===== src/rwfg_pkg.sv =====
// ----------------------------------------------------------------------------
// rwfg_pkg
// Shared types, constants and helpers for the read window feature gather.
// ----------------------------------------------------------------------------
package rwfg_pkg;

   localparam int MAX_READ_LEN = 32768;
   localparam int MAX_FLANK    = 31;

   localparam int POS_W    = 15;
   localparam int LEN_W    = 16;
   localparam int FLANK_W  = 5;
   localparam int IDX_W    = 6;
   localparam int CODE_W   = 8;
   localparam int TAG_W    = 3;
   localparam int STORE_AW = $clog2(2 * MAX_READ_LEN);
   localparam int CSR_AW   = 3;
   localparam int CSR_DW   = 32;

   localparam logic FUNC_LOAD  = 1'b0;
   localparam logic FUNC_QUERY = 1'b1;

   localparam logic CSR_READ_LENGTH = 1'b0;
   localparam logic CSR_FLANK_BASES = 1'b1;

   localparam logic [TAG_W-1:0] TAG_NONE = 3'd0;
   localparam logic [TAG_W-1:0] TAG_A    = 3'd1;
   localparam logic [TAG_W-1:0] TAG_C    = 3'd2;
   localparam logic [TAG_W-1:0] TAG_G    = 3'd3;
   localparam logic [TAG_W-1:0] TAG_T    = 3'd4;

   typedef struct packed {
      logic [TAG_W-1:0]  tag;
      logic [CODE_W-1:0] ipd;
      logic [CODE_W-1:0] pw;
   } rwfg_entry_type;

   typedef struct packed {
      logic [LEN_W-1:0]   read_len;
      logic [FLANK_W-1:0] flank;
   } rwfg_cfg_type;

   typedef enum logic {
      ST_IDLE,
      ST_QUERY
   } rwfg_state_type;

   function automatic logic [TAG_W-1:0] base_tag(input logic [7:0] ch);
      logic [TAG_W-1:0] tag;
      unique case (ch)
         8'h41, 8'h61:               tag = TAG_A;
         8'h43, 8'h63:               tag = TAG_C;
         8'h47, 8'h67:               tag = TAG_G;
         8'h54, 8'h74, 8'h55, 8'h75: tag = TAG_T;
         default:                    tag = TAG_NONE;
      endcase
      return tag;
   endfunction

   function automatic logic [STORE_AW-1:0] store_addr(input logic strand,
                                                       input logic [POS_W-1:0] pos);
      logic [STORE_AW-1:0] addr;
      addr = STORE_AW'(pos);
      if (strand) begin
         addr = STORE_AW'(MAX_READ_LEN) + STORE_AW'(pos);
      end
      return addr;
   endfunction

endpackage


===== src/rwfg_csr.sv =====
// ----------------------------------------------------------------------------
// rwfg_csr
// APB register file: read length and flank, saturated for the datapath.
// ----------------------------------------------------------------------------
module rwfg_csr
   import rwfg_pkg::*;
(
   input  logic              clock,
   input  logic              reset,
   input  logic              psel,
   input  logic              penable,
   input  logic              pwrite,
   input  logic [CSR_AW-1:0] paddr,
   input  logic [CSR_DW-1:0] pwdata,
   output logic [CSR_DW-1:0] prdata,
   output logic              pready,
   output rwfg_cfg_type      cfg
);

   logic [LEN_W-1:0]   read_length_ff;
   logic [FLANK_W-1:0] flank_bases_ff;
   logic               wr_en;
   logic               reg_idx;

   assign pready  = 1'b1;
   assign reg_idx = paddr[2];
   assign wr_en   = psel && penable && pwrite && pready;

   always_ff @(posedge clock) begin
      if (reset) begin
         read_length_ff <= LEN_W'(1);
         flank_bases_ff <= FLANK_W'(7);
      end else if (wr_en) begin
         unique case (reg_idx)
            CSR_READ_LENGTH: read_length_ff <= pwdata[LEN_W-1:0];
            CSR_FLANK_BASES: flank_bases_ff <= pwdata[FLANK_W-1:0];
            default:         ;
         endcase
      end
   end

   always_comb begin
      unique case (reg_idx)
         CSR_READ_LENGTH: prdata = CSR_DW'(read_length_ff);
         CSR_FLANK_BASES: prdata = CSR_DW'(flank_bases_ff);
         default:         prdata = '0;
      endcase
   end

   always_comb begin
      cfg.read_len = read_length_ff;
      if (32'(read_length_ff) > MAX_READ_LEN) begin
         cfg.read_len = LEN_W'(MAX_READ_LEN);
      end
      cfg.flank = flank_bases_ff;
      if (32'(flank_bases_ff) > MAX_FLANK) begin
         cfg.flank = FLANK_W'(MAX_FLANK);
      end
   end

endmodule


===== config.mk =====
export PLATFORM = sky130hd
export DESIGN_NAME = rwfg_csr
export DESIGN_NICKNAME = d
export VERILOG_FILES = /design/src/rwfg_pkg.sv /design/src/rwfg_csr.sv
export SDC_FILE = /design/constraint.sdc
export NUM_CORES = 1
export LEC_CHECK = 0
export BUFFER_PORTS_ARGS = -buffer_cell sky130_fd_sc_hd__clkbuf_2
export CAP_MARGIN = 20
export CORE_MARGIN = 2
export CORE_UTILIZATION = 43
export CTS_CLUSTER_SIZE = 8
export DETAILED_ROUTE_END_ITERATION = 8
export PLACE_DENSITY = 0.84
export SETUP_SLACK_MARGIN = 0.5
export SLEW_MARGIN = 10
export SYNTH_ARGS = -nofsm -noshare
export SYNTH_HDL_FRONTEND = slang
export SYNTH_SLANG_ARGS = --single-unit

===== constraint.sdc =====
create_clock -name clock -period 3.84 [get_ports clock]
set_clock_uncertainty 0.2 [all_clocks]
set_input_delay 0.768 -clock clock [delete_from_list [all_inputs] [get_ports clock]]
set_output_delay 0.768 -clock clock [all_outputs]
set_load 0.1 [all_outputs]

Word-level counts from Yosys, hierarchy flattened
Cells that the tools add are included.
Word-level totals
  register bits after elaboration: 21
  latch bits: 0
  bits in writable memories: 0
  memory bits (read-only): 0
  output and inout port bits: 54
  word-level logic and storage cells: 10
  memories: 0
Cells by class
  add/sub/neg operators: 0
  $mul: 0
  div/mod/pow operators: 0
  order comparisons: 1
  eq/ne operators: 0
  shift-type cells: 0
  multiplexer cells: 2
  bitwise operators: 1
  reductions and logical operators: 4
Operators with widths (number)
  $pmux W32 S2: 1
  $gt A16 B16 Y1 const B: 1
  $mux W16: 1
  $reduce_and A2 Y1: 2
  $logic_and A1 B1 Y1: 2
  $not A1 Y1: 1

Depth between registers and ports, before layout
Gate-level depths: netlist (run 1).
  depth after elaboration: 3
  gate-level depth with buffers: 5
  depth with buffers taken out: 2

Least setup slack after synthesis (run 1)
No wires, ideal clock.
  path type: input-to-output
  start: input paddr[2]
  end: output prdata[10]
  arrival time: 2.426 ns
  required time: 2.872 ns
  slack: 0.446 ns
  stages on the path: 3
  path buffers: 2
  cell sequence: buf_6 > clkbuf_1 > nor2b_1
On the way
  cells in the longest elaborated chain, start to end: 2
Ends and longest elaborated chain
  start: declaration: line rwfg_csr.sv:13  | input logic [CSR_AW-1:0] paddr,
  $not A1 Y1 (no line)
  $pmux W32 S2 *: line rwfg_csr.sv:43  | unique case (reg_idx)
  end: declaration: line rwfg_csr.sv:15  | output logic [CSR_DW-1:0] prdata,
Every way passes the cells marked *; elsewhere a longest branch is shown, timed or not. The select of a mux whose other input is x is not followed.

Worst setup path in the final report (run 1)
  start: input paddr[2]
  end: output prdata[4]
The elaborated chain is that of the path after synthesis.

==> results of run 1 <==
-- stage by stage --
step	std cells	setup WS [ps]	cell area (um^2)	hold WS [ps]
after detailed placement	220	1000	1490	267
final	224	1030	1510	290
after global placement	220	1010	1490	267
after floorplan	158	446	1350	252
after CTS	224	1000	1510	296
after global routing	224	955	1510	320
-- layout make-up --
type | count | area share [%]
flip-flops and latches | 21 | 27.8
well taps | 31 | 2.56
clock buffers | 3 | 1.49
clock inverters | 1 | 0.331
repair buffers | 58 | 19.2
multi-input cells | 110 | 48.6
-- Yosys cell counts (all sizes together) --
| master | number |
|---|---|
| buf | 21 |
| conb | 2 |
| clkbuf | 6 |
| nand2b | 32 |
| nor2b | 26 |
| nand4 | 1 |
| nor2 | 7 |
| and4b | 1 |
| mux2 | 5 |
| dfxtp | 21 |
| mux2i | 21 |
-- power groups by stage --
stage / registers [mW] / logic, mW / clock network (mW)
after floorplan: 0.238 / 0.174 / 0
after global placement: 0.232 / 0.187 / 0
after detailed placement: 0.232 / 0.188 / 0
after CTS: 0.227 / 0.188 / 0.112
after global routing: 0.228 / 0.194 / 0.118
final: 0.227 / 0.187 / 0.104
-- kinds of logic after synthesis --
logic type / synth area share (%)
and+or+nand+nor: 31.2
muxes: 20.5
buffers and inverters: 15.2
other: 0.579
DFF: 32.4
-- tightest hold or removal path: cells and delay by family, from the launching register on --
kind / cells / cell delay, ps
DFF: 1 / 340
muxes: 1 / 50
and+or+nand+nor: 1 / 60
-- flip-flops by register name (all words and copies together) (netlist names) --
signal,flops
flank_bases_ff,5
read_length_ff,16
-- metal layers --
layer,share of wire (%),vias up
met4,0.66,0
li1,-,515
met3,7.9,2
met1,42,457
met2,49,48
met5,0,-
-- how the worst max path moves through the flow --
stage,start,endpoint,cells after the start
after floorplan,paddr[2],prdata[10],3
after global placement,paddr[2],prdata[4],3
after detailed placement,paddr[2],prdata[4],3
after CTS,paddr[2],prdata[4],3
after global routing,paddr[2],prdata[4],3
final,paddr[2],prdata[4],3
==> impl_summary.md, run 1 <==
Synth
After synthesis, the largest area contributor takes up ~32% of total cell area. Of all cell types, the one taking the most synthesized area is sky130_fd_sc_hd__dfxtp_1. The mean cell area of the mapped netlist is 9.07 um^2. The netlist uses 14 different library cells. Of the synthesized area, sequential elements account for 32.4%. The post-synthesis instance area is between 1000 and 1500 um^2. In this run, synthesis produced a sequential element count of 21. In the post-synthesis netlist, the biggest area contributors are sky130_fd_sc_hd__dfxtp_1 (32%), sky130_fd_sc_hd__mux2i_1 (16%), sky130_fd_sc_hd__nand2b_1 (15%). The Yosys step of the flow raised 0 warnings.

The post-synthesis cell count is roughly 140.

Die
The initial utilization of the core area, before any placement, comes to ~46%. The die covers ~3500 um^2. between 90 and 100 I/O pins were placed.

The number of placement rows is 19. The horizontal die dimension is roughly 59 um. The vertical extent of the die is a little under 60 um.

In this run the standard cell core region covers ~2800 um^2.

Drt
The number of DRC violations after detailed-routing iteration 0 is 11. For this run, the detailed router's first-pass iteration total came to 6. For this run, design rule violations remaining after detail routing come to 4.

The routed via count divided by cell count is 4.56. The count of vias placed by the detailed router is about 1.0k. The wire length per cell after detailed routing is 10.8 um. The detail route stage leaves a number of antenna-violating nets equal to 0. The total wire length is between 2 and 2.5 mm.

Cells and area
In the layout the commonest cells are sky130_fd_sc_hd__clkbuf_2 (58), sky130_fd_sc_hd__nand2b_1 (32), sky130_fd_sc_hd__nor2b_1 (26). In the final layout, flip-flops and latches occupy 420 um^2. In the final layout, the share of cells above drive strength 1 is 34.7%.

At the end of the flow, the number of nets in the layout was about 230. Compared with the post-synthesis result, the final layout area differs by 16.6%. Summing all multi-input logic gate instances after layout gives roughly 740 um^2. Fill cells in the final layout number around 290.

The final antenna diode count is 0. For this run, the share of the core covered by cells in the final layout is roughly 54%. Leaving out fill and tap cells, the most frequent cell in the layout is sky130_fd_sc_hd__clkbuf_2.

STA
Setup repair after global routing left no endpoint under its margin. In the finished design, the share of the clock period the worst path needs comes to 73.2%. The hold violation count in the final report came to 0. The clock period minus worst slack is between 2000 and 3000 ps. Setup violations remaining at the end of the flow were counted as 0. The slew at the pin closest to its max-slew limit is about 940 ps. The number of max-slew violations in the final report is 0. The remaining max-slew budget at the tightest pin is 37.0%.

Timing would allow up to 0.356 GHz. The setup TNS after final layout is 0 ps.

Setup path
Among the stages of the critical path, the cell type that occurs most often is sky130_fd_sc_hd__clkbuf_2. STA classifies the critical path endpoint as a primary output. The kind of cell adding the most delay to the critical path is buffers and inverters.

The critical register-to-register path endpoint is read_length_ff[15]. In this run the critical register-to-register path is launched from read_length_ff[15]. Traced cell by cell, the critical path runs through clkbuf_2, mux2_2, clkbuf_2. For the worst setup path, the data required time is around 2900 ps. The reg2reg setup slack is around 2600 ps. The critical path start-end classification is in2out. In this run the worst path has a maximum fanout of 18. The critical path buffer and inverter count is 2. Data on the critical path arrives at its endpoint at ~1800 ps. The delay of the slowest cell on the worst path is around 380 ps. The depth of the most critical reg-to-reg path is 2. The critical path startpoint category is an input port. For this design, the slowest cell found on the critical path is sky130_fd_sc_hd__mux2_2.

GRT
For this run the aggregate overflow at the end of global routing stands at 0. The number of antenna violations at the first check in global routing is 0. The first global-routing pass estimated 4.03 mm of wire. For this run, global-route usage on met1 was measured as ~17%. For this run, global-route usage on met3 was measured as 5.27%. After global routing, the most crowded layer is met2.

The total routing usage reported by global routing is around 15%. For this run, global-route usage on met2 was measured as around 27%. The number of global-route vias before repair was 927.

Entering global routing, the biggest net connects 40 pins.

Hold path
The number of cells on the worst hold path is 2. In this run the most critical hold path is launched from read_length_ff[10]. The worst-case hold path end point is read_length_ff[10].

The tightest min-delay check is of the reg2reg type.

Place
The number of port buffers is 58. Summed over all nets, the half-perimeter wirelength after detailed placement is 1.84 mm. The global placer's final weighted congestion is ~0.65.

Power and ir drop
The net switching share of the total power is 43.9%. In this run, the clock network consumes 20.1% of the power. The proportion of power drawn by combinational gates is ~36%. The worst-case IR drop observed on VDD is 0.273 mV. For this design the static power due to leakage is between 0.7 and 0.8 nW. Sequential cells account for between 40% and 50% of the total power. For this design the ratio of total power to cell area is approximately 340 nW/um^2. The total design power is a little over 0.5 mW. The net switching component of the power is between 0.2 and 0.25 mW.

Cell internal power was estimated by the tool at approximately 0.29 mW.

Clock network
TritonCTS created 3 clock buffers. The number of gates resized after CTS was 0. Buffers added to address setup during post-CTS repair amount to 0. After clock tree synthesis, the clock-pin slew on the worst setup and hold paths is 110 ps. The longest clock path from root to sink contains 2 buffers. The total number of clock tree sinks is 21. The TritonCTS clock tree is built. The depth of the CTS H-tree is 1. CTS placed an instance of sky130_fd_sc_hd__clkbuf_4 at the clock tree root.

For the worst-skew pair, the clock arrives at the later sink with an insertion delay of about 300 ps. The number of hold buffers added after CTS was 0.

Status
The checks that failed: design-rule violations. The flow ran to the end, but the final reports show violations.

Flow run
The number of max-cap violations is 0.
Note: power is estimated with default switching activity, not from simulation.
==> inputs of run 2 (changes only) <==
--- a/config.mk
+++ b/config.mk
@@ -8,10 +8,10 @@
 export BUFFER_PORTS_ARGS = -buffer_cell sky130_fd_sc_hd__clkbuf_2
 export CAP_MARGIN = 20
 export CORE_MARGIN = 2
-export CORE_UTILIZATION = 43
+export CORE_UTILIZATION = 40
 export CTS_CLUSTER_SIZE = 8
 export DETAILED_ROUTE_END_ITERATION = 8
-export PLACE_DENSITY = 0.84
+export PLACE_DENSITY = 0.79
 export SETUP_SLACK_MARGIN = 0.5
 export SLEW_MARGIN = 10
 export SYNTH_ARGS = -nofsm -noshare
==> constraint.sdc (replaced) <==
create_clock -name clock -period 2.8 [get_ports clock]
set_clock_uncertainty 0.2 [all_clocks]
set_input_delay 0.56 -clock clock [delete_from_list [all_inputs] [get_ports clock]]
set_output_delay 0.56 -clock clock [all_outputs]
set_load 0.1 [all_outputs]
==> impl_summary.md, run 2 (same netlist as run 1, synthesis figures left out) <==
Status
The run finished with clean final reports.

Place
The global placer's final weighted congestion is a little under 0.7. Port buffering added 58 buffers. The estimated wirelength of the detail-placed design is 1.98 mm.

Cells and area
0 antenna diodes ended up in the layout. The library cell used most frequently in the layout, excluding fill and tap cells, is sky130_fd_sc_hd__clkbuf_2. The share of final-layout standard cells stronger than drive strength 1 is ~44%.

The register with the most flip-flops is read_length_ff. At the end of the flow, the number of nets in the layout was 236. The largest registers in the layout are read_length_ff x16, flank_bases_ff x5.

Compared with the post-synthesis result, the final layout area differs by 32.9%. Counting the fill cells in the layout gives slightly below 300. The register with the most flip-flops in the layout has 16 of them. In the layout the commonest cells are sky130_fd_sc_hd__clkbuf_2 (41), sky130_fd_sc_hd__nand2b_1 (32), sky130_fd_sc_hd__mux2i_1 (21).

STA
Setup repair after global routing left no endpoint under its margin. The maximum operating frequency is 0.455 GHz. Setup violations remaining at the end of the flow were counted as 0. The setup TNS after final layout is 0 ps. The clock period minus worst slack is between 2000 and 2500 ps. The number of max-slew violations in the final report is 0. After layout, the worst path uses slightly below 80% of the clock period.

The hold violation count in the final report is 0. The tightest hold margin is between 200 and 300 ps. Measured against its own limit, the worst slew margin works out to between 60% and 70%. The slew at the pin closest to its max-slew limit is between 500 and 600 ps.

GRT
The number of antenna violations at the first check in global routing is 0. The number of global-route vias before repair came to 858. In the global route stage, overall resource usage came out at ~15%. The wire length of the first global-routing pass is 3.95 mm. Entering global routing, the biggest net connects 40 pins. The remaining global-route overflow is 0.

Setup path
The cell that appears most often on the critical path is sky130_fd_sc_hd__buf_4. STA puts the critical path data arrival time at roughly 1400 ps. The required time at the endpoint of the critical path is approximately 2000 ps. Among cell families on the critical path, the largest total delay comes from buffers and inverters. The delay of the slowest cell on the worst path is just under 300 ps. The critical path is of the in2out type. In this run the worst path has a maximum fanout of 14.

The kind of end point of the critical path is a primary output. The master of the slowest instance on the critical path is sky130_fd_sc_hd__buf_4. Traced cell by cell, the critical path runs through clkbuf_4, buf_4, nor2b_2, buf_4. The critical path startpoint category is an input port. The critical path buffer and inverter count is 3.

Drt
The total wire length is ~2.6 mm. The wire length per cell after detailed routing is between 10 and 15 um. The number of iterations in the first detailed-routing pass is 4.

Dividing the detail-routed via count by the number of cells gives about 4.3. For this run, design rule violations remaining after detail routing come to 0. For this block, the initial DRC count from the detailed router was 18.

Summing over every cut layer, the via total after detailed routing is 1,024. The remaining antenna violation count after routing is 0.

Die
The floorplan step defined a die boundary enclosing about 3700 um^2. The area of the core is just over 3000 um^2. During I/O placement, the number of pins put on the boundary was 94. After floorplanning, the core was divided into 20 placement rows.

The vertical extent of the die is slightly above 60 um. Once the floorplan was initialized, standard cells occupied a little over two fifths of the core. In this run the horizontal extent of the chip is 61.0 um.

Clock network
The clock-pin slew on the worst setup and hold paths is around 130 ps. Clock tree synthesis selected as its root buffer the cell sky130_fd_sc_hd__clkbuf_4. The clock reaches the later pin of the worst-skew pair after 310 ps. The total number of clock tree sinks is 21. The number of hold-repair buffers added at the cts stage is 0. Counting along the longest clock path gives a buffer depth of 2. The depth of the CTS H-tree is 1. Clock tree synthesis inserted a total of 3 buffers. The TritonCTS clock tree is built. The number of buffers added for setup after CTS is 0.

Hold path
The classification of the worst-slack hold path is in2reg.

Flow run
Max-cap violations in this run came to 0.

Power and ir drop
The cell leakage power is approximately 0.80 nW. The worst IR drop on VDD is approximately 0.23 mV. The power density over cell area is about 430 nW/um^2.
[run 2: cell types whose count changed in the layout (fill, tap and decap cells not counted), sizes merged]
cell | before | now
clkbuf | 61 | 45
buf | 0 | 18
[run 2: metrics by stage]
| step | instances | setup WS (ps) | util [%] | instance area [um^2] | power [mW] |
|---|---|---|---|---|---|
| finish | 239 | 602 | 56.0 | 1720 | 0.737 |
| global route | 239 | 552 | 56.0 | 1720 | 0.768 |
| CTS | 239 | 592 | 56.0 | 1720 | 0.748 |
| detailed placement | 235 | 465 | 55.0 | 1690 | 0.596 |
| global placement | 235 | 458 | 55.0 | 1690 | 0.595 |
| floorplan | 158 | 131 | - | 1430 | 0.573 |
[run 2: tightest hold or removal path: cells and delay by family]
family / cells / cell delay (ps)
buf+inv: 1 / 80
mux: 1 / 60
simple gates: 1 / 50
[run 2: power breakdown]
group          switching (mW)  internal, mW
Clock                  0.0942        0.0532
Sequential            0.00609         0.306
Combinational           0.222        0.0552
Total                   0.322         0.414
[run 2: path summary, 6_finish.rpt]
kind	slack, ps	depth (start not counted)	from	end
worst min-delay path	280	3	pwdata[11]	read_length_ff[11]
worst max register to register	1770	2	read_length_ff[15]	read_length_ff[15]
worst max-delay path	600	4	paddr[2]	prdata[10]
worst min register to register	290	2	flank_bases_ff[4]	flank_bases_ff[4]
[run 2: cell type report]
cell class / count / area (um^2) / area share [%]
multi-input combinational: 110 / 803 / 46.6
sequential: 21 / 428 / 24.8
timing repair buffer: 60 / 410 / 23.8
tap: 44 / 55.1 / 3.19
clock buffer: 3 / 22.5 / 1.31
clock inverter: 1 / 5.00 / 0.290
[run 2: timing repair]
item                                   4_1_cts  5_1_grt
endpoints found under the hold margin        0        0
setup endpoints to repair                   27        0
resized for setup                            2        0
[run 2: metal layers]
layer / part of all wire [%] / vias to the layer above / global-route usage, %
met1: 42 / 470 / 17.5
met3: 4.8 / 2 / 2.77
met4: 1.0 / 0 / 6.52
li1: - / 519 / -
met5: 0 / - / 0
met2: 52 / 33 / 25.2
