===== config.mk =====
export PLATFORM = sky130hd
export DESIGN_NAME = rwfg_ctrl
export DESIGN_NICKNAME = d
export VERILOG_FILES = /design/src/rwfg_pkg.sv /design/src/rwfg_ctrl.sv
export SDC_FILE = /design/constraint.sdc
export NUM_CORES = 1
export LEC_CHECK = 0
export BUFFER_PORTS_ARGS = -buffer_cell sky130_fd_sc_hd__buf_2
export CORE_MARGIN = 2
export CORE_UTILIZATION = 35
export DETAILED_ROUTE_END_ITERATION = 8
export HOLD_SLACK_MARGIN = 0.06
export PLACE_DENSITY = 0.65
export SLEW_MARGIN = 40
export SYNTH_ARGS = -nofsm -noshare
export SYNTH_HDL_FRONTEND = slang
export SYNTH_SLANG_ARGS = --single-unit

===== constraint.sdc =====
create_clock -name clock -period 3.08 [get_ports clock]
set_clock_uncertainty 0.2 [all_clocks]
set_input_delay 0.154 -clock clock [delete_from_list [all_inputs] [get_ports clock]]
set_output_delay 0.154 -clock clock [all_outputs]
set_load 0.1 [all_outputs]

===== src/rwfg_pkg.sv =====
// ----------------------------------------------------------------------------
// rwfg_pkg
// Shared types, constants and helpers for the read window feature gather.
// ----------------------------------------------------------------------------
package rwfg_pkg;

   localparam int MAX_READ_LEN = 32768;
   localparam int MAX_FLANK    = 31;

   localparam int POS_W    = 15;
   localparam int LEN_W    = 16;
   localparam int FLANK_W  = 5;
   localparam int IDX_W    = 6;
   localparam int CODE_W   = 8;
   localparam int TAG_W    = 3;
   localparam int STORE_AW = $clog2(2 * MAX_READ_LEN);
   localparam int CSR_AW   = 3;
   localparam int CSR_DW   = 32;

   localparam logic FUNC_LOAD  = 1'b0;
   localparam logic FUNC_QUERY = 1'b1;

   localparam logic CSR_READ_LENGTH = 1'b0;
   localparam logic CSR_FLANK_BASES = 1'b1;

   localparam logic [TAG_W-1:0] TAG_NONE = 3'd0;
   localparam logic [TAG_W-1:0] TAG_A    = 3'd1;
   localparam logic [TAG_W-1:0] TAG_C    = 3'd2;
   localparam logic [TAG_W-1:0] TAG_G    = 3'd3;
   localparam logic [TAG_W-1:0] TAG_T    = 3'd4;

   typedef struct packed {
      logic [TAG_W-1:0]  tag;
      logic [CODE_W-1:0] ipd;
      logic [CODE_W-1:0] pw;
   } rwfg_entry_type;

   typedef struct packed {
      logic [LEN_W-1:0]   read_len;
      logic [FLANK_W-1:0] flank;
   } rwfg_cfg_type;

   typedef enum logic {
      ST_IDLE,
      ST_QUERY
   } rwfg_state_type;

   function automatic logic [TAG_W-1:0] base_tag(input logic [7:0] ch);
      logic [TAG_W-1:0] tag;
      unique case (ch)
         8'h41, 8'h61:               tag = TAG_A;
         8'h43, 8'h63:               tag = TAG_C;
         8'h47, 8'h67:               tag = TAG_G;
         8'h54, 8'h74, 8'h55, 8'h75: tag = TAG_T;
         default:                    tag = TAG_NONE;
      endcase
      return tag;
   endfunction

   function automatic logic [STORE_AW-1:0] store_addr(input logic strand,
                                                       input logic [POS_W-1:0] pos);
      logic [STORE_AW-1:0] addr;
      addr = STORE_AW'(pos);
      if (strand) begin
         addr = STORE_AW'(MAX_READ_LEN) + STORE_AW'(pos);
      end
      return addr;
   endfunction

endpackage


===== src/rwfg_ctrl.sv =====
// ----------------------------------------------------------------------------
// rwfg_ctrl
// Item sequencer: writes loads, walks query windows over the store, formats
// results from the registered read data.
// ----------------------------------------------------------------------------
module rwfg_ctrl
   import rwfg_pkg::*;
(
   input  logic                clock,
   input  logic                reset,
   input  rwfg_cfg_type        cfg,
   input  logic                start,
   output logic                busy,
   input  logic                req_func,
   input  logic                req_strand,
   input  logic [POS_W-1:0]    req_position,
   input  logic [7:0]          req_base_char,
   input  logic [CODE_W-1:0]   req_ipd_code,
   input  logic [CODE_W-1:0]   req_pw_code,
   output logic                wr_en,
   output logic [STORE_AW-1:0] wr_addr,
   output rwfg_entry_type      wr_data,
   output logic                rd_en,
   output logic [STORE_AW-1:0] rd_addr,
   input  rwfg_entry_type      rd_data,
   output logic                rsp_valid,
   output logic                rsp_hot_a,
   output logic                rsp_hot_c,
   output logic                rsp_hot_g,
   output logic                rsp_hot_t,
   output logic [CODE_W-1:0]   rsp_ipd_out,
   output logic [CODE_W-1:0]   rsp_pw_out,
   output logic [IDX_W-1:0]    rsp_window_index,
   output logic                rsp_last_entry,
   output logic                rsp_offset_error
);

   rwfg_state_type state_ff, state_in;

   logic signed [POS_W+1:0] wpos_ff, wpos_in;
   logic [IDX_W-1:0]        k_ff, k_in;
   logic [IDX_W-1:0]        k_last_ff, k_last_in;
   logic [LEN_W-1:0]        len_ff, len_in;
   logic                    strand_ff, strand_in;

   logic                    out_valid_ff, out_valid_in;
   logic [IDX_W-1:0]        out_idx_ff, out_idx_in;
   logic                    out_last_ff, out_last_in;
   logic                    out_err_ff, out_err_in;

   logic                    accept;
   logic                    is_query;
   logic                    bad_offset;
   logic                    issue;
   logic                    issue_last;
   logic [LEN_W-1:0]        len_m1;
   logic [POS_W-1:0]        clamp_pos;

   assign accept     = start && !busy;
   assign is_query   = (req_func == FUNC_QUERY);
   assign bad_offset = ({1'b0, req_position} >= cfg.read_len);
   assign issue_last = (k_ff == k_last_ff);

   // next state
   always_comb begin
      state_in = state_ff;
      unique case (state_ff)
         ST_IDLE: begin
            if (accept && is_query && !bad_offset) begin
               state_in = ST_QUERY;
            end
         end
         ST_QUERY: begin
            if (issue_last) begin
               state_in = ST_IDLE;
            end
         end
         default: state_in = ST_IDLE;
      endcase
   end

   // state outputs
   always_comb begin
      unique case (state_ff)
         ST_IDLE: begin
            busy  = 1'b0;
            issue = 1'b0;
         end
         ST_QUERY: begin
            busy  = 1'b1;
            issue = 1'b1;
         end
         default: begin
            busy  = 1'b1;
            issue = 1'b0;
         end
      endcase
   end

   // load path
   assign wr_en       = accept && !is_query && (32'(req_position) < MAX_READ_LEN);
   assign wr_addr     = store_addr(req_strand, req_position);
   assign wr_data.tag = base_tag(req_base_char);
   assign wr_data.ipd = req_ipd_code;
   assign wr_data.pw  = req_pw_code;

   // window position clamp
   assign len_m1 = len_ff - LEN_W'(1);

   always_comb begin
      clamp_pos = wpos_ff[POS_W-1:0];
      if (wpos_ff[POS_W+1]) begin
         clamp_pos = '0;
      end else if (wpos_ff[POS_W:0] > len_m1) begin
         clamp_pos = len_m1[POS_W-1:0];
      end
   end

   assign rd_en   = issue;
   assign rd_addr = store_addr(strand_ff, clamp_pos);

   // window walk
   always_comb begin
      wpos_in   = wpos_ff;
      k_in      = k_ff;
      k_last_in = k_last_ff;
      len_in    = len_ff;
      strand_in = strand_ff;
      if (accept && is_query) begin
         wpos_in   = $signed({2'b00, req_position}) - $signed((POS_W+2)'(cfg.flank));
         k_in      = '0;
         k_last_in = {cfg.flank, 1'b0};
         len_in    = cfg.read_len;
         strand_in = req_strand;
      end else if (issue) begin
         wpos_in = wpos_ff + (POS_W+2)'(1);
         k_in    = k_ff + IDX_W'(1);
      end
   end

   // result stage, aligned with read data
   always_comb begin
      out_valid_in = 1'b0;
      out_idx_in   = k_ff;
      out_last_in  = issue_last;
      out_err_in   = 1'b0;
      if (issue) begin
         out_valid_in = 1'b1;
      end else if (accept && is_query && bad_offset) begin
         out_valid_in = 1'b1;
         out_idx_in   = '0;
         out_last_in  = 1'b1;
         out_err_in   = 1'b1;
      end
   end

   always_ff @(posedge clock) begin
      if (reset) begin
         state_ff     <= ST_IDLE;
         out_valid_ff <= 1'b0;
      end else begin
         state_ff     <= state_in;
         out_valid_ff <= out_valid_in;
      end
   end

   always_ff @(posedge clock) begin
      wpos_ff    <= wpos_in;
      k_ff       <= k_in;
      k_last_ff  <= k_last_in;
      len_ff     <= len_in;
      strand_ff  <= strand_in;
      out_idx_ff <= out_idx_in;
      out_last_ff <= out_last_in;
      out_err_ff <= out_err_in;
   end

   assign rsp_valid        = out_valid_ff;
   assign rsp_hot_a        = !out_err_ff && (rd_data.tag == TAG_A);
   assign rsp_hot_c        = !out_err_ff && (rd_data.tag == TAG_C);
   assign rsp_hot_g        = !out_err_ff && (rd_data.tag == TAG_G);
   assign rsp_hot_t        = !out_err_ff && (rd_data.tag == TAG_T);
   assign rsp_ipd_out      = out_err_ff ? '0 : rd_data.ipd;
   assign rsp_pw_out       = out_err_ff ? '0 : rd_data.pw;
   assign rsp_window_index = out_idx_ff;
   assign rsp_last_entry   = out_last_ff;
   assign rsp_offset_error = out_err_ff;

endmodule


# After elaboration in Yosys (flattened, before gate mapping)
# Index checks and enable logic that the tools add are counted.
dict set report word_totals {
  rom_bits 0
  latchBits 0
  register_bits 55
  wordCells 71
  n_memories 0
  input_bits 84
  ram_bits 0
  out_inout_bits 83
}
dict set report classes {
  n_bitwise 1
  addsub 6
  eq_ne 15
  mux 19
  div 0
  mul 0
  shift 0
  reduce_logical 18
  magnitude_cmp 2
}
# cell n
set op_table {}
lappend op_table {{$eq 8x7->1 const B} 10}
lappend op_table {{$mux 17} 2}
lappend op_table {{$add 16x15->16 const A} 2}
lappend op_table {{$mux 16} 2}
lappend op_table {{$mux 15} 2}
lappend op_table {{$add 17x2->17 const B} 1}
lappend op_table {{$ge 15x16->1} 1}
lappend op_table {{$gt 16x16->1} 1}
lappend op_table {{$mux 8} 2}
lappend op_table {{$sub 15x5->16} 1}
lappend op_table {{$sub 16x1->16 const B} 1}
lappend op_table {{$mux 6} 2}
lappend op_table {{$pmux 3 s4} 1}
lappend op_table {{$logic_and 1x1->1} 9}
lappend op_table {{$add 6x1->6 const B} 1}
lappend op_table {{$eq 3x2->1 const B} 2}
lappend op_table {{$eq 6x6->1} 1}
lappend op_table {{$mux 1} 6}
lappend op_table {{$reduce_or 2->1} 3}
lappend op_table {{$logic_not 1->1} 4}
lappend op_table {{$pmux 1 s2} 2}
lappend op_table {{$reduce_or 4->1} 1}
lappend op_table {{$eq 3x1->1 const B} 1}
lappend op_table {{$eq 3x3->1 const B} 1}
lappend op_table {{2 further kinds} 2}

# Logic depth before layout (Yosys ltp)
# Gate-level depths: netlist of run 1.
dict set report depth {
  depth_word 8
  ltp_mapped 12
  ltp_nobuf 11
}

# Least setup slack after synthesis of run 1
# No wires, ideal clock.
dict set report synth_timing {
  path_type {flip-flop to output port}
  start {register len_ff[8]}
  end {output rd_addr[10]}
  path_stages_with_launch 12
  required_ns 2.726
  slack_ns -1.652
  arrival_time_ns 4.378
  path_buffers 2
  cell_sequence {edfxtp_1 > or4_4 > nor3_2 > nand3_1 > nor3_1 > xnor2_1 > ha_1 > nand4_2 > or4_1 > buf_2 > buf_2 > o221ai_1}
}
dict set report synth_via {
  elab_chain_cells 6
}
# element line
set synth_lines {}
lappend synth_lines {{start, declared} rwfg_ctrl.sv:43} ;# logic [LEN_W-1:0] len_ff, len_in;
lappend synth_lines {{start signal, assigned} rwfg_ctrl.sv:171} ;# len_ff <= len_in;
lappend synth_lines {{$sub 16x1->16 *} rwfg_ctrl.sv:108} ;# assign len_m1 = len_ff - LEN_W'(1);
lappend synth_lines {{$gt 16x16->1} rwfg_ctrl.sv:114} ;# end else if (wpos_ff[POS_W:0] > len_m1) begin
lappend synth_lines {{$mux 15 *} rwfg_ctrl.sv:114}
lappend synth_lines {{$mux 15 *} rwfg_ctrl.sv:112} ;# if (wpos_ff[POS_W+1]) begin
lappend synth_lines {{$add 16x15->16} rwfg_pkg.sv:65} ;# addr = STORE_AW'(MAX_READ_LEN) + STORE_AW'(pos);
lappend synth_lines {{$mux 16 *} rwfg_pkg.sv:64} ;# if (strand) begin
lappend synth_lines {{end, declared} rwfg_ctrl.sv:24} ;# output logic [STORE_AW-1:0] rd_addr,
# Mark *: on every way between the ends. The rest lies on a longest branch, timed or not.

# Worst setup path after layout of run 1
dict set report layout_timing {
  start {register len_ff[9]}
  end {output rd_addr[3]}
}
dict set report layout_via {
  elab_chain_cells 6
}
# element line
set layout_lines {}
lappend layout_lines {{$sub 16x1->16 *} rwfg_ctrl.sv:108}
lappend layout_lines {{$gt 16x16->1 *} rwfg_ctrl.sv:114}
lappend layout_lines {{$mux 15 *} rwfg_ctrl.sv:114}
lappend layout_lines {{$mux 15 *} rwfg_ctrl.sv:112}
lappend layout_lines {{$add 16x15->16} rwfg_pkg.sv:65}
lappend layout_lines {{$mux 16 *} rwfg_pkg.sv:64}
# Marked as above.

==> flow_metrics.env, run 1 <==
export IMPL_grt_max_degree=29
export IMPL_dr_pass1_iters=4
export IMPL_gp_congestion=0.872
export IMPL_cts_buffer_depth=2
export IMPL_antenna_left=0
export IMPL_cts_root_buf="clkbuf_16"
export IMPL_slew_headroom=0.478
export IMPL_critPathMaxFanout=8
export IMPL_hold_viol=0
export IMPL_num_antenna_cells=0
export IMPL_area_growth_pct=43.7
export IMPL_drc=0
export IMPL_crit_arrival_ns=3.58
export IMPL_tritoncts="done"
export IMPL_routedWlPerCell_um=15.3
export IMPL_die_width_um=118
export IMPL_ys_warn_count=0
export IMPL_final_layout_size_suffix_gt1_frac=0.382
export IMPL_crit_path_end_kind="output port"
export IMPL_worst_slack_ns=-0.854
export IMPL_violations="negative setup slack"
export IMPL_comb_power_share=0.511
export IMPL_hpwl_um=10500
export IMPL_grt_usage=0.185
export IMPL_power_density_nw_per_um2=476
export IMPL_grt_setup_unrepaired="true"
export IMPL_grt_pass1_vias=4470
export IMPL_drv_cap=0
export IMPL_fp_dieH_um=118
export IMPL_cp_top_family="simple AND/OR/NAND/NOR gates"
export IMPL_clkPwrFrac=0.183
export IMPL_synth_cell_type_count=62
export IMPL_slew_viol_final=0
export IMPL_max_stage_delay_ns=0.60
export IMPL_synthCells=501
export IMPL_path_class="flop to output port"
export IMPL_crit_buf_inv=3
export IMPL_slowest_stage="or4_4"
export IMPL_setup_violations=15
export IMPL_rows=41
export IMPL_fin_nets=807
export IMPL_synthArstFlopShare=0
export IMPL_internal_power_mw=1.75
export IMPL_synth_nets=625
export IMPL_layout_area_seq_um2=1490
export IMPL_status="complete, but fails checks"
export IMPL_finalCritPeriodShare=1.28
export IMPL_ys_ff_latch=55
export IMPL_htree_levels=2
export IMPL_grt_first_pass_wirelength_um=21300
export IMPL_die_area_um2=14000
export IMPL_path_clk_slew_ns=0.07
export IMPL_cts_buffers=5
export IMPL_worstPathRequired_ns=2.73
export IMPL_fill_cells=1155
export IMPL_insertion_delay_ns=0.29
export IMPL_start_util=0.360
export IMPL_routed_wl_um=13100
export IMPL_ir_drop_mv=0.460
export IMPL_total_power_mw=3.12
export IMPL_fmax_mhz=254
export IMPL_pre_cts_slack_ns=-0.568
export IMPL_grt_overflow_total=0
export IMPL_yosys_most_used_dff="edfxtp_1"
export IMPL_path_cells="or4_4 -> nor3_4 -> nand3_2 -> nor3_2 -> xnor2_1 -> ha_1 -> buf_4 -> a21oi_2 -> o21ai_2 -> buf_6 -> or2_2 -> o32a_1 -> o21ai_4 -> clkbuf_16"
export IMPL_core_um2=12700
export IMPL_drt_iter0_markers=296
export IMPL_cts_sinks=55
export IMPL_switching_share=0.440
export IMPL_synthesis_area_um2=4570
export IMPL_worstMarginPinSlew_ns=0.780
export IMPL_antenna_found_initial=0
export IMPL_avgSynthCellArea_um2=9.12
export IMPL_multi_input_area_um2=2910
export IMPL_hp_class="input pin to flop"
export IMPL_yosysSeqAreaShare=0.327
export IMPL_synth_edff_count=39
export IMPL_leakage_nw=2.79
export IMPL_port_buffer_count=133
export IMPL_vias_per_cell=5.11
export IMPL_start_kind="flop"
export IMPL_p_seq_frac=0.306
export IMPL_p_sw_mw=1.37
export IMPL_vias=4371
export IMPL_ios=167
export IMPL_min_period_ns=3.93
metrics by stage:
stage	util	std cells	setup TNS [ns]	hold WS, ns	instance area [um^2]
final	0.518	856	-12.30	0.0865	6560
after global routing	0.518	856	-15.17	0.108	6560
after CTS	0.505	851	-12.60	0.0955	6400
after detailed placement	0.472	820	-8.04	0.109	5980
after global placement	0.472	820	-6.92	0.109	5980
after floorplan	-	501	-15.82	0.0503	4720
metal layers:
layer | wire, um | part of all wire | vias to the layer above | track usage
li1 | - | - | 2152 | -
met1 | 5510 | 0.42 | 2025 | 0.229
met2 | 6650 | 0.51 | 179 | 0.339
met3 | 820 | 0.062 | 15 | 0.0280
met4 | 152 | 0.012 | 0 | 0.0377
met5 | 0 | 0 | - | 0
worst min-delay path, stage by stage:
cell and delay (ns):
buf_2 0.12, xor2_1 0.07, mux2i_1 0.11
timing repair:
item | CTS | global route
gates resized for setup | 9 | 22
buffers inserted | 0 | 3
hold buffers | 23 | 0
endpoints found under the setup margin | 15 | 17
gates cloned | 0 | 2
pin swaps | 2 | 2
hold endpoints to repair | 24 | 0
path summary, 6_finish.rpt:
check	startpoint	endpoint	slack (ns)	cells past startpoint
worst min register to register	k_ff[5]	rsp_window_index[5]	0.34	2
worst max register to register	wpos_ff[1]	wpos_ff[10]	0.79	7
worst max-delay path	len_ff[9]	rd_addr[3]	-0.85	14
worst min-delay path	req_position[13]	wpos_ff[13]	0.09	3
power groups by stage:
stage,Sequential (mW),Combinational (mW),Clock (mW)
floorplan,1.09,1.02,0
global placement,0.968,1.48,0
detailed placement,0.969,1.50,0
CTS,0.954,1.54,0.579
global route,0.965,1.70,0.608
finish,0.957,1.60,0.571
kinds of logic after synthesis:
group	after synthesis	share of synthesized area
muxes	4	0.00877
DFF	55	0.327
and+or+nand+nor	198	0.242
buffers and inverters	80	0.0970
adders and majority gates	40	0.111
xor gates and xnor gates	45	0.0863
AOI/OAI and AO/OA	79	0.128
Yosys cell counts, types with 13 or more instances:
cell / count / area (um^2)
a21oi_1: 15 / 75.1
buf_4: 34 / 255
dfxtp_1: 16 / 320
edfxtp_1: 39 / 1170
ha_1: 39 / 488
inv_1: 28 / 105
nand2_1: 60 / 225
nand3_1: 13 / 65.1
nor2_1: 22 / 82.6
nor2b_1: 20 / 125
or4_1: 16 / 120
xnor2_1: 19 / 166
xor2_1: 26 / 228
cells in the final DEF (no fill, tap or decap), drive strengths merged, types with 3 or more instances in the layout:
cell type and instances:
o31ai 8, nor2 22, edfxtp 39, nand3 13
nor2b 20, dlygate4sd3 23, nand2 60, nand4 12
nor3 12, mux2i 4, o221ai 8, o21ai 15
clkbuf 8, and4 7, ha 39, inv 28
or4 19, o31a 3, buf 202, xnor2 19
o211ai 8, nand2b 4, or3 3, or2 9
dfxtp 16, xor2 26, nor4 7, a211oi 4
a21oi 15, a21o 3
layout make-up:
class,count,area share
multi-input combinational,366,0.443
timing repair buffer,226,0.257
sequential,55,0.227
tap,172,0.0328
clock buffer,7,0.0217
inverter,29,0.0166
clock inverter,1,0.00133
state kept, by name, summed over array words and instances (netlist names):
name	flops
rsp_valid	1
strand_ff	1
rsp_offset_error	1
k_last_ff	5
wpos_ff	17
rsp_last_entry	1
len_ff	16
state_ff	1
k_ff	6
rsp_window_index	6
(Power assumes the default switching activity.)
==> inputs of run 2 (changes only) <==
Settings changed: ABC_CLOCK_PERIOD_IN_PS from default to 3080, BUFFER_PORTS_ARGS -buffer_cell sky130_fd_sc_hd__buf_2 to -buffer_cell sky130_fd_sc_hd__buf_4, RECOVER_POWER from default to 50.
==> run 2 against run 1 <==
Compared with the run above:
- the run still ends with negative setup slack left
- design area is 1.3% lower
- worst hold slack lost 0.011 ns
- register-to-register slack lost 0.10 ns
- worst setup slack better by 0.039 ns
- routed wire length is 1.1% higher
- clock power grew 1%
- core utilization shrank 0.68 points
- count of clock-buffer cells in the layout is the same
- first-iteration DRC count is 24% lower
- global-route usage grew 0.53 points
- critical path type unchanged
==> flow_metrics.env, run 2 (synthesis results as in run 1) <==
export IMPL_hold_viol=0
export IMPL_grt_setup_unrepaired="true"
export IMPL_drt_iter0_markers=225
export IMPL_cts_root_buf="clkbuf_16"
export IMPL_min_period_ns=3.90
export IMPL_drv_cap=0
export IMPL_insertion_delay_ns=0.29
export IMPL_worstMarginPinSlew_ns=1.22
export IMPL_crit_path_end_kind="output port"
export IMPL_slew_headroom=0.192
export IMPL_fin_nets=801
export IMPL_setup_violations=15
export IMPL_layout_cells_non_filler=850
export IMPL_dr_pass1_iters=5
export IMPL_tritoncts="done"
export IMPL_largest_register_ffs=17
export IMPL_switching_share=0.444
export IMPL_vias=4395
export IMPL_hpwl_um=10600
export IMPL_finalCritPeriodShare=1.26
export IMPL_gp_congestion=0.926
export IMPL_layout_common_cells="buf_4 (122), nand2_1 (60), clkbuf_1 (48), ha_1 (39), edfxtp_1 (39)"
export IMPL_htree_levels=2
export IMPL_drc=0
export IMPL_power_density_nw_per_um2=471
export IMPL_grt_overflow_total=0
export IMPL_fmax_mhz=257
export IMPL_layout_area_seq_um2=1490
export IMPL_placed_cells=816
export IMPL_layout_commonest_cell="buf_4"
export IMPL_antenna_found_initial=0
export IMPL_comb_power_share=0.497
export IMPL_start_util=0.360
export IMPL_die_area_um2=14000
export IMPL_grt_first_pass_wirelength_um=21900
export IMPL_fin_hold_ws_ns=0.0758
export IMPL_final_layout_size_suffix_gt1_frac=0.311
export IMPL_clkPwrFrac=0.190
export IMPL_start_kind="flop"
export IMPL_area_growth_pct=41.8
export IMPL_reg2reg_slack_ns=0.69
export IMPL_path_class="flop to output port"
export IMPL_cts_buffers=5
export IMPL_path_clk_slew_ns=0.07
export IMPL_multi_input_area_um2=2860
export IMPL_num_antenna_cells=0
export IMPL_crit_arrival_ns=3.54
export IMPL_slew_viol_final=0
export IMPL_fp_dieH_um=118
export IMPL_largest_register="wpos_ff"
export IMPL_fin_util=0.511
export IMPL_cts_buffer_depth=2
export IMPL_status="complete, but fails checks"
export IMPL_leakage_nw=2.64
export IMPL_routedWlPerCell_um=15.6
export IMPL_hp_class="input pin to flop"
export IMPL_violations="negative setup slack"
export IMPL_internal_power_mw=1.70
export IMPL_p_sw_mw=1.35
export IMPL_grt_pass1_vias=4588
export IMPL_top_regs="wpos_ff x17, len_ff x16"
export IMPL_critPathMaxFanout=15
export IMPL_grt_usage=0.190
export IMPL_ir_drop_mv=0.370
export IMPL_vias_per_cell=5.17
export IMPL_die_width_um=118
export IMPL_grt_max_degree=29
export IMPL_antenna_left=0
export IMPL_worst_slack_ns=-0.815
export IMPL_worstPathRequired_ns=2.73
export IMPL_port_buffer_count=133
export IMPL_ios=167
export IMPL_core_um2=12700
export IMPL_rows=41
export IMPL_cts_sinks=55
export IMPL_p_seq_frac=0.313
export IMPL_routed_wl_um=13300
export IMPL_fill_cells=1217
## run 2: cell count changes in the layout (fill, tap and decap cells not counted), sizes merged
| cell | change |
|---|---|
| buf | -60 |
| clkbuf | +54 |
## run 2: cell type report
| type | count | area share |
|---|---|---|
| flip-flops and latches | 55 | 0.230 |
| repair buffers | 220 | 0.255 |
| clock buffers | 7 | 0.0222 |
| clock inverters | 1 | 0.00135 |
| inverters | 29 | 0.0168 |
| multi-input cells | 366 | 0.441 |
| well taps | 172 | 0.0332 |
## run 2: path summary, 6_finish.rpt
kind                    startpoint                   to  depth (start not counted)
hold reg to reg            k_ff[5]  rsp_window_index[5]                          2
setup / recovery         len_ff[9]           rd_addr[2]                         13
setup reg to reg          state_ff         k_last_ff[5]                          4
hold / removal    req_position[13]          wpos_ff[13]                          3
## run 2: worst max-delay path, cell delays in order (launching register included)
cell,delay (ns)
edfxtp_1,0.39
or4_4,0.60
nor3_4,0.17
nand3_2,0.12
nor3_2,0.14
xnor2_1,0.09
ha_1,0.35
nand4_4,0.15
buf_4,0.17
a2111oi_4,0.29
o311ai_4,0.13
buf_12,0.19
o211ai_1,0.20
buf_6,0.26
## run 2: power by group through the flow
stage               clock network (mW)  registers [mW]  logic [mW]
floorplan                            0            1.09        1.02
global placement                     0           0.968        1.42
detailed placement                   0           0.969        1.45
CTS                              0.596           0.954        1.54
global route                     0.620           0.964        1.61
finish                           0.578           0.954        1.52
## run 2: through the flow
| step | power [mW] | setup slack (ns) | TNS, ns | area (um^2) |
|---|---|---|---|---|
| after floorplan | 2.11 | -1.40 | -15.82 | 4720 |
| after global placement | 2.39 | -0.524 | -7.37 | 6060 |
| after detailed placement | 2.41 | -0.639 | -8.92 | 6060 |
| after CTS | 3.09 | -0.846 | -11.98 | 6610 |
| after global routing | 3.19 | -0.980 | -14.04 | 6480 |
| final | 3.05 | -0.815 | -11.76 | 6480 |
## run 2: routing by layer
metal / GRT usage / vias up / wire (um)
li1: - / 2145 / -
met1: 0.239 / 2075 / 5840
met2: 0.343 / 164 / 6640
met3: 0.0290 / 11 / 672
met4: 0.0422 / 0 / 118
met5: 0 / - / 0
## run 2: repair_timing
item                       CTS  global route
pin swaps                    4             2
cloned                       1             0
hold endpoints to repair    24             0
hold buffers                23             0
setup endpoints to repair   15            15
resized for setup           39             9
buffers inserted             1             1
==> inputs of run 3 (changes only) <==
Settings changed: CTS_CLUSTER_DIAMETER from default to 200, SKIP_CTS_REPAIR_TIMING from default to 1.
==> run 3 against run 2 <==
Compared with the run above:
- the flow still finishes with violations (negative setup slack)
- sequential share of layout area is 0.32 points lower
- sequential power barely moved
- via count grew 1.1%
- register-to-register slack improved by 0.02 ns
- routed wire length up 1.9%
- critical endpoint is now rd_addr[1]
- cell count rose by 0.12%
- power grew 1.4%
- first-iteration DRC count grew 4.9%
- worst hold slack gained 0.0047 ns
- count of clock-buffer cells in the layout did not move
- fmax decreased by 0.99%
- sequential cell count unchanged
==> flow_metrics.env, run 3 (synthesis results as in run 1) <==
export IMPL_start_util=0.360
export IMPL_core_um2=12700
export IMPL_reg2reg_slack_ns=0.71
export IMPL_cts_buffer_depth=2
export IMPL_rows=41
export IMPL_port_buffer_count=133
export IMPL_final_layout_size_suffix_gt1_frac=0.311
export IMPL_antenna_left=0
export IMPL_hpwl_um=10600
export IMPL_setup_violations=15
export IMPL_placed_cells=816
export IMPL_hp_class="input pin to flop"
export IMPL_fmax_mhz=254
export IMPL_violations="negative setup slack"
export IMPL_htree_levels=2
export IMPL_drt_iter0_markers=236
export IMPL_cp_top_family="simple AND/OR/NAND/NOR gates"
export IMPL_area_growth_pct=43.8
export IMPL_grt_overflow_total=0
export IMPL_power_density_nw_per_um2=471
export IMPL_vias=4443
export IMPL_cts_sinks=55
export IMPL_cts_root_buf="clkbuf_16"
export IMPL_max_stage_delay_ns=0.59
export IMPL_start_kind="flop"
export IMPL_worstPathRequired_ns=2.73
export IMPL_drc=0
export IMPL_tns_ns=-12.28
export IMPL_largest_register_ffs=17
export IMPL_fp_dieH_um=118
export IMPL_hold_viol=0
export IMPL_crit_top_cell="buf_6"
export IMPL_routed_wl_um=13500
export IMPL_layout_cells_non_filler=851
export IMPL_top_regs="wpos_ff x17, len_ff x16"
export IMPL_die_width_um=118
export IMPL_layout_area_seq_um2=1490
export IMPL_worst_slack_ns=-0.854
export IMPL_tritoncts="done"
export IMPL_slowest_stage="or4_4"
export IMPL_worstMarginPinSlew_ns=1.21
export IMPL_die_area_um2=14000
export IMPL_path_clk_slew_ns=0.06
export IMPL_finalCritPeriodShare=1.28
export IMPL_leakage_nw=2.66
export IMPL_insertion_delay_ns=0.29
export IMPL_fill_cells=1183
export IMPL_grt_setup_unrepaired="true"
export IMPL_ios=167
export IMPL_multi_input_area_um2=2910
export IMPL_layout_common_cells="buf_4 (123), nand2_1 (60), clkbuf_1 (49), edfxtp_1 (39), ha_1 (38)"
export IMPL_gp_congestion=0.926
export IMPL_layout_commonest_cell="buf_4"
export IMPL_critPathMaxFanout=7
export IMPL_total_power_mw=3.09
export IMPL_fin_nets=802
export IMPL_largest_register="wpos_ff"
export IMPL_status="complete, but fails checks"
export IMPL_crit_path_end_kind="output port"
export IMPL_num_antenna_cells=0
export IMPL_cts_buffers=5
export IMPL_path_cells="or4_4 -> nor3_4 -> nand3_2 -> nor3_2 -> xnor2_1 -> ha_1 -> nand4_4 -> buf_6 -> a2111oi_4 -> o311ai_4 -> clkbuf_16 -> o211ai_1 -> buf_6"
export IMPL_drv_cap=0
export IMPL_grt_first_pass_wirelength_um=21300
export IMPL_crit_buf_inv=3
export IMPL_grt_usage=0.185
export IMPL_antenna_found_initial=0
export IMPL_crit_arrival_ns=3.58
export IMPL_slew_viol_final=0
export IMPL_dr_pass1_iters=4
export IMPL_slew_headroom=0.196
export IMPL_path_class="flop to output port"
export IMPL_vias_per_cell=5.22
export IMPL_grt_pass1_vias=4402
export IMPL_min_period_ns=3.93
export IMPL_routedWlPerCell_um=15.9
export IMPL_grt_max_degree=29
export IMPL_ir_drop_mv=0.370
-- run 3: cell types whose count changed in the layout (fill, tap and decap cells not counted), sizes merged --
cell    before  now
clkbuf      62   63
-- run 3: tightest hold or removal path, cell delays in order --
cell and delay (ns):
buf_4 0.11, xor2_1 0.06, mux2i_1 0.12
-- run 3: path summary, 6_finish.rpt --
path	to	start	cells past startpoint
setup / recovery	rd_addr[1]	len_ff[9]	13
hold / removal	wpos_ff[13]	req_position[13]	3
setup reg to reg	k_last_ff[5]	state_ff	4
hold reg to reg	rsp_window_index[5]	k_ff[5]	2
-- run 3: where the power goes --
part	switching, mW	internal, mW
registers	0.0688	0.886
logic	1.05	0.506
clock network	0.251	0.329
total	1.37	1.72
-- run 3: cell type report --
cell class | instances | area share
multi-input cells | 366 | 0.444
repair buffers | 221 | 0.257
flip-flops and latches | 55 | 0.227
well taps | 172 | 0.0328
clock buffers | 7 | 0.0219
inverters | 29 | 0.0166
clock inverters | 1 | 0.00133
-- run 3: stage by stage --
step	util	worst slack [ns]	instance area [um^2]	hold WS [ns]
2_1_floorplan	-	-1.40	4720	0.0503
3_3_place_gp	0.478	-0.524	6060	0.109
3_5_place_dp	0.478	-0.639	6060	0.109
4_1_cts	0.490	-0.951	6210	-0.160
5_1_grt	0.518	-0.992	6570	0.0815
6_report	0.518	-0.854	6570	0.0805
-- run 3: layer usage --
layer,GRT usage,share of wire
met3,0.0280,0.054
met2,0.327,0.51
met1,0.238,0.43
met4,0.0407,0.013
met5,0,0
